===== src/rtl/assert_macros.svh =====
// assertion macros shared by the rtl modules
`ifndef ASSERT_MACROS_SVH
`define ASSERT_MACROS_SVH

`ifndef NO_ASSERTIONS

// whenever ante holds, cons must hold in the same cycle
`define ASSERT_IMPLIES(lbl, clk, rst, ante, cons) \
  lbl: assert property (@(posedge clk) disable iff (rst) (ante) |-> (cons)) \
    else $error("assertion failed: implication violated");

// cond must never hold
`define ASSERT_NEVER(lbl, clk, rst, cond) \
  lbl: assert property (@(posedge clk) disable iff (rst) !(cond)) \
    else $error("assertion failed: forbidden condition seen");

`else

`define ASSERT_IMPLIES(lbl, clk, rst, ante, cons)
`define ASSERT_NEVER(lbl, clk, rst, cond)

`endif

`endif


===== src/rtl/bbt_pkg.sv =====
// types, constants and helpers of the bounding-box tracker
`default_nettype none

package bbt_pkg;

  // table geometry
  localparam int LABEL_COUNT = 4096;
  localparam int ADDR_BITS   = $clog2(LABEL_COUNT);
  localparam int COORD_BITS  = 12;
  localparam int LABEL_BITS  = 12;
  localparam int SIZE_BITS   = 13;
  localparam int QUEUE_DEPTH = 2;

  // configuration register indexes
  localparam logic [1:0] REG_X_SIZE = 2'd0;
  localparam logic [1:0] REG_Y_SIZE = 2'd1;
  localparam logic [1:0] REG_Z_SIZE = 2'd2;

  // function codes
  localparam logic [1:0] FUNC_VOXEL = 2'd0;
  localparam logic [1:0] FUNC_READ  = 2'd1;
  localparam logic [1:0] FUNC_CLEAR = 2'd2;
  localparam logic [1:0] FUNC_NONE  = 2'd3;

  typedef logic [COORD_BITS-1:0] coord_t;
  typedef logic [SIZE_BITS-1:0]  size_t;
  typedef logic [ADDR_BITS-1:0]  addr_t;

  localparam size_t SIZE_MAX_EFF = size_t'(1 << COORD_BITS);

  // one table entry
  typedef struct packed {
    coord_t min_x;
    coord_t min_y;
    coord_t min_z;
    coord_t max_x;
    coord_t max_y;
    coord_t max_z;
  } box_t;

  localparam int BOX_BITS = $bits(box_t);

  localparam box_t EMPTY_BOX = '{
    min_x: '1, min_y: '1, min_z: '1,
    max_x: '0, max_y: '0, max_z: '0
  };

  // classified transaction handed from front to back
  typedef struct packed {
    logic [1:0]            func;
    logic [LABEL_BITS-1:0] label;
    coord_t                x;
    coord_t                y;
    coord_t                z;
  } item_t;

  typedef struct packed {
    logic  push;
    item_t item;
  } q_push_t;

  typedef struct packed {
    logic  valid;
    item_t item;
  } q_head_t;

  // zero acts as one, anything above the coordinate range is clamped
  function automatic size_t eff_size(size_t s);
    size_t r;
    if (s == '0) begin
      r = size_t'(1);
    end else if (s > SIZE_MAX_EFF) begin
      r = SIZE_MAX_EFF;
    end else begin
      r = s;
    end
    return r;
  endfunction

  function automatic logic label_in_table(logic [LABEL_BITS-1:0] lbl);
    return (32'(lbl) < 32'(LABEL_COUNT));
  endfunction

endpackage

`default_nettype wire


===== src/rtl/bbt_queue.sv =====
// short fifo between front and back end
`default_nettype none

`include "assert_macros.svh"

module bbt_queue
  import bbt_pkg::*;
(
  input  wire logic    clk,
  input  wire logic    rst,
  input  wire q_push_t q_in,
  output logic         full,
  output q_head_t      head,
  input  wire logic    pop
);

  localparam int PTR_BITS = (QUEUE_DEPTH > 1) ? $clog2(QUEUE_DEPTH) : 1;
  localparam int CNT_BITS = $clog2(QUEUE_DEPTH + 1);

  typedef logic [PTR_BITS-1:0] ptr_t;
  typedef logic [CNT_BITS-1:0] cnt_t;

  item_t slots [QUEUE_DEPTH];
  ptr_t  wr_ptr;
  ptr_t  rd_ptr;
  cnt_t  count;
  logic  do_push;
  logic  do_pop;

  assign full       = (count == cnt_t'(QUEUE_DEPTH));
  assign head.valid = (count != '0);
  assign head.item  = slots[rd_ptr];
  assign do_push    = q_in.push && !full;
  assign do_pop     = pop && head.valid;

  function automatic ptr_t ptr_inc(ptr_t p);
    return (p == ptr_t'(QUEUE_DEPTH - 1)) ? '0 : p + ptr_t'(1);
  endfunction

  // storage
  always_ff @(posedge clk) begin
    if (do_push) begin
      slots[wr_ptr] <= q_in.item;
    end
  end

  // pointers and fill level
  always_ff @(posedge clk) begin
    if (rst) begin
      wr_ptr <= '0;
      rd_ptr <= '0;
      count  <= '0;
    end else begin
      if (do_push) begin
        wr_ptr <= ptr_inc(wr_ptr);
      end
      if (do_pop) begin
        rd_ptr <= ptr_inc(rd_ptr);
      end
      if (do_push && !do_pop) begin
        count <= count + cnt_t'(1);
      end else if (do_pop && !do_push) begin
        count <= count - cnt_t'(1);
      end
    end
  end

  `ASSERT_IMPLIES(a_no_push_when_full, clk, rst, q_in.push, !full)
  `ASSERT_NEVER(a_count_in_range, clk, rst, count > cnt_t'(QUEUE_DEPTH))

endmodule

`default_nettype wire


===== config.mk =====
export PLATFORM = sky130hd
export DESIGN_NAME = bbt_queue
export DESIGN_NICKNAME = d
export VERILOG_FILES = /design/src/rtl/bbt_pkg.sv /design/src/rtl/bbt_queue.sv
export VERILOG_INCLUDE_DIRS = /design/src /design/src/rtl
export SDC_FILE = /design/constraint.sdc
export NUM_CORES = 1
export LEC_CHECK = 0
export BUFFER_PORTS_ARGS = -buffer_cell sky130_fd_sc_hd__buf_2
export CELL_PAD_IN_SITES_DETAIL_PLACEMENT = 0
export CELL_PAD_IN_SITES_GLOBAL_PLACEMENT = 1
export CORE_MARGIN = 4
export CORE_UTILIZATION = 43
export CTS_BUF_LIST = sky130_fd_sc_hd__clkbuf_16
export CTS_CLUSTER_SIZE = 40
export DETAILED_ROUTE_END_ITERATION = 16
export PLACE_DENSITY = 0.81
export SLEW_MARGIN = 20
export SYNTH_ARGS = -nofsm -noshare
export SYNTH_HDL_FRONTEND = slang
export SYNTH_SLANG_ARGS = --single-unit

===== constraint.sdc =====
create_clock -name clk -period 2.7 [get_ports clk]
set_clock_uncertainty 0.1 [all_clocks]
set_input_delay 0.54 -clock clk [delete_from_list [all_inputs] [get_ports clk]]
set_output_delay 0.54 -clock clk [all_outputs]
set_load 0.05 [all_outputs]

==> results.toml <==
[cts]
ctsResizeCount = 0
cts.sinks = 105
cts_tree = "yes"
path_clk_slew_ps = 70
hold_buffers = 0
clk_latency_ps = 330
cts_root_buf = "clkbuf_16"
cts_made_buffers = 9
htree_levels = 3
post_cts_buffers = 0
cts_buffer_depth = 2

[global_route]
grt_max_degree = 29
grtUsageTotal_pct = 12.89
grt-ovfl-total = 0
grt_pass1_vias = 2078
grt_pass1_wl_mm = 10.01
grt_antenna_before_repair = 0

[hold_path]
hp-class = "in -> reg"

[yosys]
synth_area_um2 = 3815
synth_nets = 236
ys_top_cells_by_area = "edfxtp_1 (79%), mux2_2 (14%), dfxtp_1 (2.6%)"
synth-simple-area-share_pct = 1.279
synth_top_family_by_area = "multiplexers"
synthTopCellsByCount = "edfxtp_1 (100), mux2_2 (46), buf_2 (5), dfxtp_1 (5)"
synth-compound-area-share_pct = 0.6560
synth-edff-count = 100
synth_xor_area_share_pct = 0.6888
seq_area_frac_synth_pct = 81.34
synth_top_area_share_pct = 78.71
yosys_warnings = 0
ys_ff_latch = 105
avgSynthCellArea_um2 = 21.08
synthDominantAreaCellType = "edfxtp_1"
synth_fa_ha_area_share_pct = 0.3280
synth.most_common_cell = "edfxtp_1"
synthArstFlopShare_pct = 0
syn_inst = 181
synth_cell_types = 16
synth_mux_area_share_pct = 14.76
ys.flop_type = "edfxtp_1"

[layout]
drive_gt1_share_pct = 58.61
area_growth_pct = 24.93
seq_area_um2 = 3104
final_area_um2 = 4766
multi_input_area_um2 = 676.9
finalNetCount = 352
final_cells = 410
nFillCells = 717
num_antenna_cells = 0
post-route-util_pct = 54.92

[setup_path]
critPathArrivalTime_ps = 1610
end_kind = "output pin"
required_ps = 2060
critPathMaxFanout = 28
startpoint_type = "flop"
crit_type = "reg -> out"

[die]
die_w_um = 102.2
initial_core_util_pct = 43.96
core_area_um2 = 8678
io_pins = 106
die_h_um = 102.2
die_area_um2 = 10440
fp-row-count = 34

[pwr]
vdd_drop_max_v = 0.0006766
power_mw = 5.166
leakage_nw = 1.800
p_per_area_nw_per_um2 = 1084

[sta]
tightest_slew_ps = 377.3
worst_slack_ps = 445.4
setup_violations = 0
rsz0062_at_grt = "false"
fin_crit_sh_pct = 83.50
tns_ps = 0
slew-limit-headroom_pct = 74.85
fmaxAchievable_ghz = 0.4435
layout_min_cycle_time_ps = 2255
whs_ps = 290.8
slew_violations = 0
hold_viol = 0

[detailed_routing]
viasPerCell = 4.754
first_iter_violations = 25
dr_total_vias = 1949
dr.pass1.iters = 4
antenna_left = 0
wl_per_cell_um = 15.51
drt_wl_total_mm = 6.360
drc_errors = 0

[placed_design]
numPortBuffers = 105
routabilityCongestion = 0.7036
hpwlAfterDp_mm = 4.428
place_inst = 394
place_area_um2 = 4494
pre_cts_slack_ps = 772.3

[run_status]
status = "finished, final reports clean"

[job]
drv_cap = 0
-- registers in the layout, summed over array words and instances (netlist names), named ones only --
register  cells
count         2
rd_ptr        1
slots       100
wr_ptr        1
-- layout by cell type (no fill, tap or decap) --
master      count
buf_2         105
edfxtp_1      100
mux2_2         46
clkbuf_16       9
buf_4           6
mux2_1          4
nor2_1          4
dfxtp_1         4
o21ai_0         3
xor2_1          3
inv_1           2
or3_1           2
a21oi_1         2
inv_6           2
clkinv_2        2
clkinvlp_4      2
or2_2           1
nor2b_2         1
and2_2          1
inv_2           1
ha_1            1
dfxtp_2         1
-- power breakdown --
part | total [mW] | leakage [nW] | switching, mW | internal, mW
Sequential | 2.11 | 0.975 | 0.0614 | 2.05
Combinational | 1.89 | 0.691 | 1.37 | 0.520
Clock | 1.17 | 0.133 | 0.544 | 0.624
-- worst max-delay path, stage by stage (launching register included) --
cell and delay, ps:
dfxtp_2 320, buf_4 340, mux2_2 400, buf_2 210
-- final timing paths --
check,startpoint,end,slack (ps),depth (start not counted)
setup / recovery,flop,head[12],450,3
hold / removal,q_in[24],slots[1][24],290,1
setup reg to reg,count[1],slots[0][17],960,4
hold reg to reg,wr_ptr,wr_ptr,390,2
-- area by class of cell --
cell class,instances,area share [%]
Multi-Input combinational cell,68,14.20
Inverter,2,0.1575
Clock buffer,9,4.726
Clock inverter,7,0.9714
Tap cell,108,2.835
Sequential cell,105,65.14
Timing Repair Buffer,111,11.97
-- logic make-up (layout without fill, tap and decap cells) --
logic type                 after synthesis  count (layout)
xor gates and xnor gates                 3               3
buffers and inverters                    8             129
AOI/OAI and AO/OA                        5               5
and+or+nand+nor                          9               9
adders and majority gates                1               1
DFF                                    105             105
muxes                                   50              50
-- per-layer routing --
layer | up-vias | GRT usage [%] | part of all wire, % | wire (um)
li1 | 939 | - | - | -
met1 | 934 | 16.72 | 44 | 2769
met2 | 67 | 20.24 | 48 | 3053
met3 | 9 | 3.959 | 7.0 | 446
met4 | 0 | 5.449 | 1.4 | 91
met5 | - | 0 | 0 | 0
No activity file was read; power rests on OpenSTA's default activity.
