### config.mk
export PLATFORM = sky130hd
export DESIGN_NAME = bbt_front
export DESIGN_NICKNAME = d
export VERILOG_FILES = /design/src/rtl/assert_macros.svh /design/src/rtl/bbt_pkg.sv /design/src/rtl/bbt_front.sv
export SDC_FILE = /design/constraint.sdc
export NUM_CORES = 1
export LEC_CHECK = 0
export BUFFER_PORTS_ARGS = -buffer_cell sky130_fd_sc_hd__clkbuf_2
export CAP_MARGIN = 5
export CELL_PAD_IN_SITES_DETAIL_PLACEMENT = 1
export CELL_PAD_IN_SITES_GLOBAL_PLACEMENT = 2
export CORE_UTILIZATION = 32
export CTS_CLUSTER_DIAMETER = 40
export CTS_CLUSTER_SIZE = 8
export DETAILED_ROUTE_END_ITERATION = 16
export HOLD_SLACK_MARGIN = 0.15
export MAX_ROUTING_LAYER = met4
export PLACE_DENSITY = 0.79
export SLEW_MARGIN = 20
export SYNTH_ARGS = -nofsm -noshare
export SYNTH_HDL_FRONTEND = slang
export SYNTH_SLANG_ARGS = --single-unit
### constraint.sdc
create_clock -name clk -period 4.02 [get_ports clk]
set_input_delay 0.603 -clock clk [delete_from_list [all_inputs] [get_ports clk]]
set_output_delay 0.603 -clock clk [all_outputs]
set_load 0.01 [all_outputs]
### src/rtl/assert_macros.svh
// assertion macros shared by the rtl modules
`ifndef ASSERT_MACROS_SVH
`define ASSERT_MACROS_SVH

`ifndef NO_ASSERTIONS

// whenever ante holds, cons must hold in the same cycle
`define ASSERT_IMPLIES(lbl, clk, rst, ante, cons) \
  lbl: assert property (@(posedge clk) disable iff (rst) (ante) |-> (cons)) \
    else $error("assertion failed: implication violated");

// cond must never hold
`define ASSERT_NEVER(lbl, clk, rst, cond) \
  lbl: assert property (@(posedge clk) disable iff (rst) !(cond)) \
    else $error("assertion failed: forbidden condition seen");

`else

`define ASSERT_IMPLIES(lbl, clk, rst, ante, cons)
`define ASSERT_NEVER(lbl, clk, rst, cond)

`endif

`endif

### src/rtl/bbt_pkg.sv
// types, constants and helpers of the bounding-box tracker
`default_nettype none

package bbt_pkg;

  // table geometry
  localparam int LABEL_COUNT = 4096;
  localparam int ADDR_BITS   = $clog2(LABEL_COUNT);
  localparam int COORD_BITS  = 12;
  localparam int LABEL_BITS  = 12;
  localparam int SIZE_BITS   = 13;
  localparam int QUEUE_DEPTH = 2;

  // configuration register indexes
  localparam logic [1:0] REG_X_SIZE = 2'd0;
  localparam logic [1:0] REG_Y_SIZE = 2'd1;
  localparam logic [1:0] REG_Z_SIZE = 2'd2;

  // function codes
  localparam logic [1:0] FUNC_VOXEL = 2'd0;
  localparam logic [1:0] FUNC_READ  = 2'd1;
  localparam logic [1:0] FUNC_CLEAR = 2'd2;
  localparam logic [1:0] FUNC_NONE  = 2'd3;

  typedef logic [COORD_BITS-1:0] coord_t;
  typedef logic [SIZE_BITS-1:0]  size_t;
  typedef logic [ADDR_BITS-1:0]  addr_t;

  localparam size_t SIZE_MAX_EFF = size_t'(1 << COORD_BITS);

  // one table entry
  typedef struct packed {
    coord_t min_x;
    coord_t min_y;
    coord_t min_z;
    coord_t max_x;
    coord_t max_y;
    coord_t max_z;
  } box_t;

  localparam int BOX_BITS = $bits(box_t);

  localparam box_t EMPTY_BOX = '{
    min_x: '1, min_y: '1, min_z: '1,
    max_x: '0, max_y: '0, max_z: '0
  };

  // classified transaction handed from front to back
  typedef struct packed {
    logic [1:0]            func;
    logic [LABEL_BITS-1:0] label;
    coord_t                x;
    coord_t                y;
    coord_t                z;
  } item_t;

  typedef struct packed {
    logic  push;
    item_t item;
  } q_push_t;

  typedef struct packed {
    logic  valid;
    item_t item;
  } q_head_t;

  // zero acts as one, anything above the coordinate range is clamped
  function automatic size_t eff_size(size_t s);
    size_t r;
    if (s == '0) begin
      r = size_t'(1);
    end else if (s > SIZE_MAX_EFF) begin
      r = SIZE_MAX_EFF;
    end else begin
      r = s;
    end
    return r;
  endfunction

  function automatic logic label_in_table(logic [LABEL_BITS-1:0] lbl);
    return (32'(lbl) < 32'(LABEL_COUNT));
  endfunction

endpackage

`default_nettype wire

### src/rtl/bbt_front.sv
// front end: size registers, voxel position counters and item classification
`default_nettype none

module bbt_front
  import bbt_pkg::*;
(
  input  wire logic                  clk,
  input  wire logic                  rst,
  input  wire logic                  in_valid,
  output logic                       in_stall,
  input  wire logic [1:0]            func,
  input  wire logic [LABEL_BITS-1:0] label,
  input  wire logic                  wr_en,
  input  wire logic [1:0]            wr_index,
  input  wire logic [SIZE_BITS-1:0]  wr_data,
  input  wire logic                  init_busy,
  input  wire logic                  q_full,
  output q_push_t                    q_in
);

  size_t  x_size;
  size_t  y_size;
  size_t  z_size;
  coord_t col_count;
  coord_t row_count;
  coord_t slice_count;
  coord_t col_count_next;
  coord_t row_count_next;
  coord_t slice_count_next;
  size_t  col_inc;
  size_t  row_inc;
  size_t  slice_inc;
  logic   accept;

  assign in_stall = init_busy || q_full;
  assign accept   = in_valid && !in_stall;

  // hand every meaningful transaction to the queue with its position
  always_comb begin
    q_in.push       = accept && (func != FUNC_NONE);
    q_in.item.func  = func;
    q_in.item.label = label;
    q_in.item.x     = col_count;
    q_in.item.y     = row_count;
    q_in.item.z     = slice_count;
  end

  // raster advance, x fastest then y then z
  always_comb begin
    col_inc          = {1'b0, col_count} + size_t'(1);
    row_inc          = {1'b0, row_count} + size_t'(1);
    slice_inc        = {1'b0, slice_count} + size_t'(1);
    col_count_next   = col_count;
    row_count_next   = row_count;
    slice_count_next = slice_count;
    if (col_inc < eff_size(x_size)) begin
      col_count_next = col_inc[COORD_BITS-1:0];
    end else begin
      col_count_next = '0;
      if (row_inc < eff_size(y_size)) begin
        row_count_next = row_inc[COORD_BITS-1:0];
      end else begin
        row_count_next = '0;
        if (slice_inc < eff_size(z_size)) begin
          slice_count_next = slice_inc[COORD_BITS-1:0];
        end else begin
          slice_count_next = '0;
        end
      end
    end
  end

  // counters move on voxel transactions only
  always_ff @(posedge clk) begin
    if (rst) begin
      col_count   <= '0;
      row_count   <= '0;
      slice_count <= '0;
    end else if (accept && (func == FUNC_VOXEL)) begin
      col_count   <= col_count_next;
      row_count   <= row_count_next;
      slice_count <= slice_count_next;
    end
  end

  // size registers
  always_ff @(posedge clk) begin
    if (rst) begin
      x_size <= size_t'(4096);
      y_size <= size_t'(4096);
      z_size <= size_t'(1);
    end else if (wr_en) begin
      case (wr_index)
        REG_X_SIZE: x_size <= wr_data;
        REG_Y_SIZE: y_size <= wr_data;
        REG_Z_SIZE: z_size <= wr_data;
        default: ;
      endcase
    end
  end

endmodule

`default_nettype wire

==> metrics.csv <==
metric,value,unit
clk_pin_slew,60,ps
p_per_area,337.4,nW/um2
cp_max_fo,14,
drtAntennaViolNets,0,
holdBufCountCts,0,
antenna_found_initial,0,
ys_types,52,
num-fill-cells,1712,
drt_iter0_drc,263,
syn_area_per_cell,7.869,um2
critPathTopFamily,compound AO/OA/AOI/OAI gates,
worstSetupPathType,flip-flop to flip-flop,
cp.required,4260,ps
ys_ff_latch,75,
outcome,finished clean,
grt_pass1_vias,4418,
rsz0062_at_grt,no,
synth-edff-count,0,
p_seq_frac,0.431,
p_clk_frac,0.497,
core,13930,um2
min_period,3584,ps
cp.arrival,3820,ps
track_usage,0.2009,
switching_share,0.2315,
num_io_pins,87,
globalRoute.totalOverflow,0,
fp.dieH,121.9,um
grt_pass1_wl,22410,um
drive_gt1_frac,0.1547,
slew_viol_final,0,
yosys.area.top_type_share,0.3262,
p_sw,0.4131,mW
start_util,0.3303,
critPathCaptureType,flip-flop,
min_from,x_size[7],
worstPathBufferInverterCount,1,
fmax,279.0,MHz
clock_latency,340,ps
finalPower,1.784,mW
yosysWarnings,0,
ys.flop_type,dfxtp_1,
utilization,0.3795,
nets,698,
whs_path_depth,2,
cpMostUsedCell,ha_1,
cts_tree,done,
intPower,1.371,mW
crit_chain,"ha_1, and3_1, nand3_1, nor3_1, xnor2_1, ha_1, and4_1, a2111oi_0, o21ai_1, a21oi_4, buf_4, a211oi_1, o32ai_1",
start_kind,flip-flop,
synth_top_cell_by_area,dfxtp_1,
timing.rr.start,row_count[0],
htreeDepth,3,
antennaDiodeCount,0,
area_delta_synth_final,14.87,%
wl,13810,um
setup_violations,0,
port_buffers,62,
wl_per_cell,17.11,um
dieWidth,121.9,um
synth_cells,585,
grt_max_degree,56,
hpwl,10270,um
dr.pass1.iters,4,
synth_area,4603,um2
syn_nets,659,
yosysSeqAreaShare,0.3262,
clockBufferDepth,2,
die_area,14870,um2
cts.sinks,75,
worstMarginPinSlew,715.9,ps
vias,4339,
gp_congestion,0.8116,
fin_crit_sh,0.8916,
reg2regPathDepth,13,
comb_power_share,0.072,
async_flop_share,0,
drc,0,
slew-limit-headroom,0.5227,
p_leak,2.067,nW
hold_class,flip-flop to flip-flop,
final.setup.tns,0,ps
cp_slowest_stage_delay,430,ps
ff2ff_setup_slack,440,ps
hold_end,x_size[7],
cp_slowest_cell,dfxtp_1,
maxCapViolCount,0,
row_count,43,
r2r_end,slice_count[4],
skew,5.448,ps
ctsRootBufferMaster,clkbuf_16,
synth_area_leaders,"dfxtp_1 33%, ha_1 11%, nand2_1 10%, a21oi_1 6.8%, xnor2_1 4.0%",
cts_made_buffers,9,
vias_per_cell,5.377,
hold_viol,0,
peakVddDrop,0.0001309,V
[placed cells by master, fill, tap and decap left out, types with 3 or more instances in the layout]
cell type	Yosys	final
nand3_1	16	16
nand2_1	126	126
nor2_1	19	19
a211oi_1	11	11
o21ai_0	12	11
and4_1	3	3
clkbuf_16	0	9
ha_1	39	39
buf_4	16	9
nor4_1	5	5
inv_1	23	23
and3_1	8	8
a21o_1	7	7
o32ai_1	15	15
nor3_1	12	12
clkbuf_2	0	62
or3_1	16	16
or3_2	4	4
nand3b_1	3	3
a21oi_1	63	63
xnor2_1	21	21
xor2_1	10	10
nand4_1	12	12
dfxtp_1	75	75
a22oi_1	10	10
nor2b_1	3	3
[final cells by class]
| class | count | area [um2] | area share |
|---|---|---|---|
| clock buffer | 12 | 256.5 | 0.04851 |
| multi-input combinational | 444 | 2780 | 0.5258 |
| inverter | 23 | 86.33 | 0.01633 |
| clock inverter | 2 | 60.06 | 0.01136 |
| tap | 180 | 225.2 | 0.04259 |
| timing repair buffer | 71 | 377.9 | 0.07146 |
| sequential | 75 | 1501 | 0.2840 |
[kinds of logic (layout without fill, tap and decap cells)]
kind of cell / after synthesis / count (layout) / share of synthesized area
adders and majority gates: 39 / 39 / 0.1060
xor gates and xnor gates: 31 / 31 / 0.05898
and+or+nand+nor: 240 / 240 / 0.2517
DFF: 75 / 75 / 0.3262
AOI/OAI and AO/OA: 134 / 134 / 0.1873
buffers and inverters: 66 / 108 / 0.06986
[sequential cells by signal (all words and copies together) (netlist names)]
signal	count
slice_count	12
y_size	13
z_size	13
row_count	12
col_count	12
x_size	13
[tightest hold or removal path, stage by stage, from the launching register on]
cell	delay (ps)
dfxtp_1	320
nand2_1	60
a21oi_1	50
[power groups by stage]
stage	clock network, mW	logic, mW	registers [mW]
floorplan	0	0.0942	0.781
global placement	0	0.123	0.785
detailed placement	0	0.127	0.785
CTS	0.903	0.127	0.769
global route	0.937	0.143	0.770
finish	0.887	0.129	0.769
[repair_timing]
| action | CTS | global route |
|---|---|---|
| gates resized for setup | 0 | 1 |
| setup endpoints to repair | 0 | 16 |
| buffers inserted | 0 | 1 |
[Yosys cell counts (2+ instances only)]
cell type    n
clkbuf_1    19
a22oi_1     10
a211o_1      2
xnor2_1     21
buf_1        2
nor3_1      12
and4_1       3
or3_2        4
nand4_1     12
inv_1       23
o32ai_1     15
o21ai_0     12
a21oi_1     63
o21a_1       2
and3b_1      2
nor2b_1      3
and3_1       8
a21o_1       7
or3_1       16
or4_4        2
xor2_1      10
nand3b_1     3
ha_1        39
buf_2        5
nor2_1      19
nand3_1     16
nand2_1    126
a211oi_1    11
nor4_1       5
buf_4       16
o2111ai_1    2
dfxtp_1     75
[metrics by stage]
stage / hold WS [ps] / setup slack (ps) / std cells / instance area (um2)
6_report: 470.6 / 435.6 / 807 / 5288
5_1_grt: 500.4 / 32.18 / 807 / 5288
4_1_cts: 474.3 / 320.6 / 806 / 5280
3_5_place_dp: 467.2 / 337.7 / 792 / 4964
3_3_place_gp: 464.4 / 526.5 / 792 / 4964
2_1_floorplan: 435.8 / 872.7 / 585 / 4603
[metal layers]
metal	routed length, um	vias up	GRT usage
met5	0	-	-
met4	272	0	0.07716
met3	333	20	0.02903
met2	6570	62	0.3220
met1	6633	2105	0.2540
li1	-	2152	-
[worst max path at each step]
stage                       from              to  depth (start not counted)
floorplan           row_count[0]    row_count[0]                         12
CTS                 row_count[0]  slice_count[4]                         13
finish              row_count[0]  slice_count[4]                         13
global route        row_count[0]  slice_count[4]                         13
global placement    row_count[0]  slice_count[4]                         13
detailed placement  row_count[0]  slice_count[4]                         13
(Power assumes the default switching activity.)
